**src/rtl/mkrs_pkg.sv**
```systemverilog
package mkrs_pkg;

  localparam int IdW    = 30;
  localparam int ScoreW = 7;
  localparam int TotalW = 9;
  localparam int KeyW   = TotalW + 4 * ScoreW;

  // One stored record as it travels along the chain.
  typedef struct packed {
    logic [IdW-1:0]    id;
    logic [KeyW-1:0]   key;   // total, score1 .. score4 from the top down
  } rec_t;

  // Control broadcast from the top level to every cell.
  typedef struct packed {
    logic insert;   // place the new record into the sorted chain
    logic shift;    // move every record one cell toward the head
    logic desc;     // descending key order
  } cell_ctrl_t;

  typedef enum logic [0:0] {
    ST_LOAD = 1'b0,
    ST_EMIT = 1'b1
  } state_e;

  // True if record a must leave strictly before record b.
  function automatic logic goes_before(input rec_t a, input rec_t b, input logic desc);
    logic r;
    if (a.key != b.key) begin
      r = desc ? (a.key > b.key) : (a.key < b.key);
    end else begin
      r = a.id < b.id;
    end
    return r;
  endfunction

endpackage

```
**src/rtl/mkrs_cell.sv**
```systemverilog
module mkrs_cell (
  input  logic               clk_i,
  input  logic               rst_ni,
  input  mkrs_pkg::cell_ctrl_t ctrl_i,
  input  mkrs_pkg::rec_t     new_i,        // record being inserted
  input  mkrs_pkg::rec_t     prev_rec_i,   // record of the cell toward the head
  input  logic               prev_valid_i,
  input  logic               prev_take_i,  // previous cell takes the new record or shifted
  input  mkrs_pkg::rec_t     next_rec_i,   // record of the cell toward the tail
  input  logic               next_valid_i,
  output mkrs_pkg::rec_t     rec_o,
  output logic               valid_o,
  output logic               take_o
);
  import mkrs_pkg::*;

  rec_t rec_q, rec_d;
  logic valid_q, valid_d;
  logic beats;

  // New record goes ahead of this one (empty cells always yield).
  assign beats  = !valid_q || goes_before(new_i, rec_q, ctrl_i.desc);
  assign take_o = beats;

  // Insert: cells before the slot hold, the slot takes the new record,
  // cells after it take their predecessor's record.
  always_comb begin
    rec_d   = rec_q;
    valid_d = valid_q;
    if (ctrl_i.insert) begin
      if (prev_take_i) begin
        rec_d   = prev_rec_i;
        valid_d = prev_valid_i;
      end else if (beats) begin
        rec_d   = new_i;
        valid_d = 1'b1;
      end
    end else if (ctrl_i.shift) begin
      rec_d   = next_rec_i;
      valid_d = next_valid_i;
    end
  end

  always_ff @(posedge clk_i or negedge rst_ni) begin
    if (!rst_ni) begin
      valid_q <= 1'b0;
    end else begin
      valid_q <= valid_d;
    end
  end

  always_ff @(posedge clk_i) begin
    rec_q <= rec_d;
  end

  assign rec_o   = rec_q;
  assign valid_o = valid_q;

endmodule

```
**config.mk**
```make
export PLATFORM = sky130hd
export DESIGN_NAME = mkrs_cell
export DESIGN_NICKNAME = d
export VERILOG_FILES = /design/src/rtl/mkrs_pkg.sv /design/src/rtl/mkrs_cell.sv
export SDC_FILE = /design/constraint.sdc
export NUM_CORES = 1
export LEC_CHECK = 0
export ABC_AREA = 1
export BUFFER_PORTS_ARGS = -buffer_cell sky130_fd_sc_hd__buf_2
export CORE_MARGIN = 2
export CORE_UTILIZATION = 46
export DETAILED_ROUTE_END_ITERATION = 10
export PLACE_DENSITY = 0.82
export RECOVER_POWER = 100
export SYNTH_ARGS = -nofsm -noshare
export SYNTH_HDL_FRONTEND = slang
export SYNTH_SLANG_ARGS = --single-unit
```
**constraint.sdc**
```tcl
create_clock -name clk_i -period 4.5 [get_ports clk_i]
set_input_delay 0.225 -clock clk_i [delete_from_list [all_inputs] [get_ports clk_i]]
set_output_delay 0.225 -clock clk_i [all_outputs]
set_load 0.005 [all_outputs]
```
==> summary.md <==
| Metric | Value |
|---|---|
| Status | finished, violations left |
| Failing checks | max-capacitance violations, max-slew violations |
| Skew-Pair Late Insertion Delay | 330 ps |
| Total power | 2.07 mW |
| Final setup violation count | 0 |
| Die area | 12100 sq um |
| Initial antenna violation count | 2 |
| Ys async rst share | roughly 1.5% |
| Routed via count | 5431 |
| Critical Path AT | 3280 ps |
| Initial Util | 47.4% |
| Clk buf depth | 2 |
| Total track usage | between 20% and 30% |
| R2r startpoint | rec_o[28] |
| DR vias/cell | 4.90 |
| Synth cell types | 27 |
| Fmax | between 300 and 400 MHz |
| Drt wl/cell | between 10 and 15 microns |
| Syn-to-layout area delta | 33.2% |
| Internal | 1.45 mW |
| Final Hold Viols | 0 |
| Simple-gate portion of the synthesized area | 31.9% |
| Syn nets | 965 |
| Least-Margin Pin Slew | approximately 2200 ps |
| Clock slew at reported path FFs | 60 ps |
| Final core utilization | 63.2% |
| Hold depth | 3 |
| Mapped Avg Cell Area | about 7.5 sq um |
| Flop and latch count out of synthesis | 68 |
| NetSw | 620 uW |
| Main combinational cell family by area after synthesis | simple AND/OR/NAND/NOR gates |
| Multi-input gate area | 2710 sq um |
| HPWL after DPL | approximately 12 mm |
| Post-Syn Area | 5190 sq um |
| Post-synth EDFFs | 67 |
| RSZ-0062 raised after global routing | false |
| Slew headroom | -44.1% |
| Yosys warnings | 0 |
| Port Buffers | 277 |
| Die Ht | between 100 and 150 microns |
| DRT Pass-1 Iters | 4 |
| Maximum VDD drop | 201 uV |
| Switching part of the total | 30.0% |
| Clock skew | around 8.5 ps |
| Seq/Total Area, Yosys | 39.3% |
| Final GP Congestion | around 0.89 |
| Finished Cell Area | slightly below 7000 sq um |
| Synthesized instance count | 690 |
| Final Routed Wirelength | 15.3 mm |
| Vias in the first global route | 4773 |
| Layout cells sized above 1 | 26.0% |
| Post-CTS sizing | 0 |
| Total congestion overflow | 0 |
| Filler instances | 1030 |
| Worst Setup Start Kind | register |
| Crit end category | register |
| CTS HTree Levels | 3 |
| First-pass GRT wire length | 22.6 mm |
| DP Area | 6700 sq um |
| Fin crit period | 3330 ps |
| Clock Power Share | between 30% and 40% |
| Required time worst endpoint | 4450 ps |
| CP Launch Point | rec_o[28] |
| Max-Cap Viols | 1 |
| Max-slew violation count | 68 |
| FF+latch area | slightly above 2000 sq um |
| Final ANT Viol Nets | 0 |
| Num CTS Buffers | 9 |
| Worst reg2reg path depth | 15 |
| Hold WC Path Type | in2reg |
| Ys flop type | edfxtp_1 |
| Root Driver | clkbuf_16 |
| Hold worst-path end | rec_o[33] |
| Setup bufs post-CTS | 0 |
| IO Pins | 278 |
| FP Rows | 38 |
| Final #Nets | 1237 |
| Sequential share of power | 39.9% |
| TNS Setup | 0 ps |
| Core area | between 10000 and 15000 sq um |
| TritonCTS clock tree | done |
| Crit path kind | reg2reg |
| Hold wc startpoint | next_rec_i[33] |
| Clock Sinks | 68 |
| Die W | 110 microns |
| R2R setup slack | 1170 ps |
| Iteration-0 DRC Markers | 228 |
| Mux cell area share after synthesis | 0% |
| Critical Path Fanout Max | 36 |
| Post-route DRC | 0 |
| Synth Area in Adders | 15.9% |
| Pin count of the biggest net entering global routing | 68 |
| Lkg Pwr | 3.67 nW |
| XOR/XNOR share of the synthesized area | 0% |
| Post-synthesis compound-gate area fraction | 4.51% |
| Comb power frac | 26.8% |
| Reg2reg end | rec_o[1] |
| Final period util | 74.0% |
| Pwr/cell area | 299 nW/um^2 |
## worst max path at each step
stage                           end
after global placement    rec_o[50]
final                      rec_o[1]
after floorplan            rec_o[0]
after CTS                 rec_o[39]
after detailed placement  rec_o[37]
after global routing       rec_o[3]
## metrics by stage
step / setup WS [ps] / instances / hold slack, ps
CTS: 1380 / 1107 / 172
floorplan: 1270 / 690 / -70.6
finish: 1170 / 1109 / 180
global route: 725 / 1109 / 179
global placement: 1440 / 1090 / 3.04
detailed placement: 1400 / 1090 / 4.03
## logic make-up (layout without fill, tap and decap cells)
| group | after synthesis | after routing |
|---|---|---|
| adders and majority gates | 66 | 66 |
| and+or+nand+nor | 399 | 399 |
| AOI/OAI and AO/OA | 43 | 43 |
| DFF | 68 | 68 |
| buffers and inverters | 114 | 391 |
| other | 0 | 2 |
## synthesized netlist by cell type (2+ instances only)
library cell / count / area, sq um
a21o_1: 2 / 15.0
a21oi_1: 27 / 135
buf_2: 2 / 10.0
clkbuf_1: 17 / 63.8
edfxtp_1: 67 / 2010
ha_1: 66 / 826
inv_1: 92 / 345
nand2_1: 278 / 1040
nand2_2: 5 / 31.3
nand3_1: 76 / 380
nand3_2: 2 / 20.0
nor2_1: 24 / 90.1
nor2_2: 7 / 43.8
nor3_1: 3 / 15.0
o21ai_0: 9 / 45.0
o21bai_1: 2 / 15.0
## worst max-delay path: stages, from the launching register on
cell and delay, ps:
edfxtp_1 340, inv_1 40, ha_1 360, nand2_1 110
nor2_2 100, nand3_1 90, nor2_2 160, nand2_1 80
nor2_2 90, nor2_2 50, nand3_1 90, nand3_2 100
nand3_2 70, nand2_1 70, inv_2 600, clkbuf_1 600
## power by group through the flow
stage | Clock (mW) | Combinational (mW) | Sequential [mW]
finish | 0.688 | 0.555 | 0.826
global route | 0.727 | 0.638 | 0.835
CTS | 0.694 | 0.574 | 0.824
detailed placement | 0 | 0.569 | 0.837
global placement | 0 | 0.559 | 0.832
floorplan | 0 | 0.295 | 0.846
## metal layers
layer  vias up  share of wire (%)  track usage [%]
li1       2779                  -                -
met2       213                 48             42.0
met1      2412                 42             29.5
met5         -                  0                0
met4         0                2.4             10.0
met3        27                7.7             5.17
## area by class of cell
class	instances	share of cell area, %
Antenna cell	2	0.0724
Clock buffer	10	3.31
Clock inverter	6	0.797
Inverter	93	5.05
Multi-Input combinational cell	508	39.2
Sequential cell	68	29.5
Tap cell	140	2.53
Timing Repair Buffer	282	19.5
## cells in the final DEF, fill, tap and decap left out, drive strengths merged
cell,instances
edfxtp,67
clkinv,4
clkinvlp,1
nor3,3
a21oi,27
nand2,283
buf,224
ha,66
o22a,1
dfrtp,1
dlygate4sd3,1
or2,1
o21ai,9
a21o,2
nand4,1
a21boi,1
nor4,1
clkbuf,67
bufinv,1
nor2,32
o21a,1
inv,93
o21bai,2
nand3,78
diode,2
## registers in the layout, summed over array words and instances (netlist names)
signal,flops
rec_o,67
valid_o,1
## timing repair
| action | 4_1_cts | 5_1_grt |
|---|---|---|
| endpoints found under the hold margin | 1 | 0 |
| endpoints found under the setup margin | 0 | 0 |
| hold buffers | 1 | 0 |
Note: power is estimated with default switching activity, not from simulation.
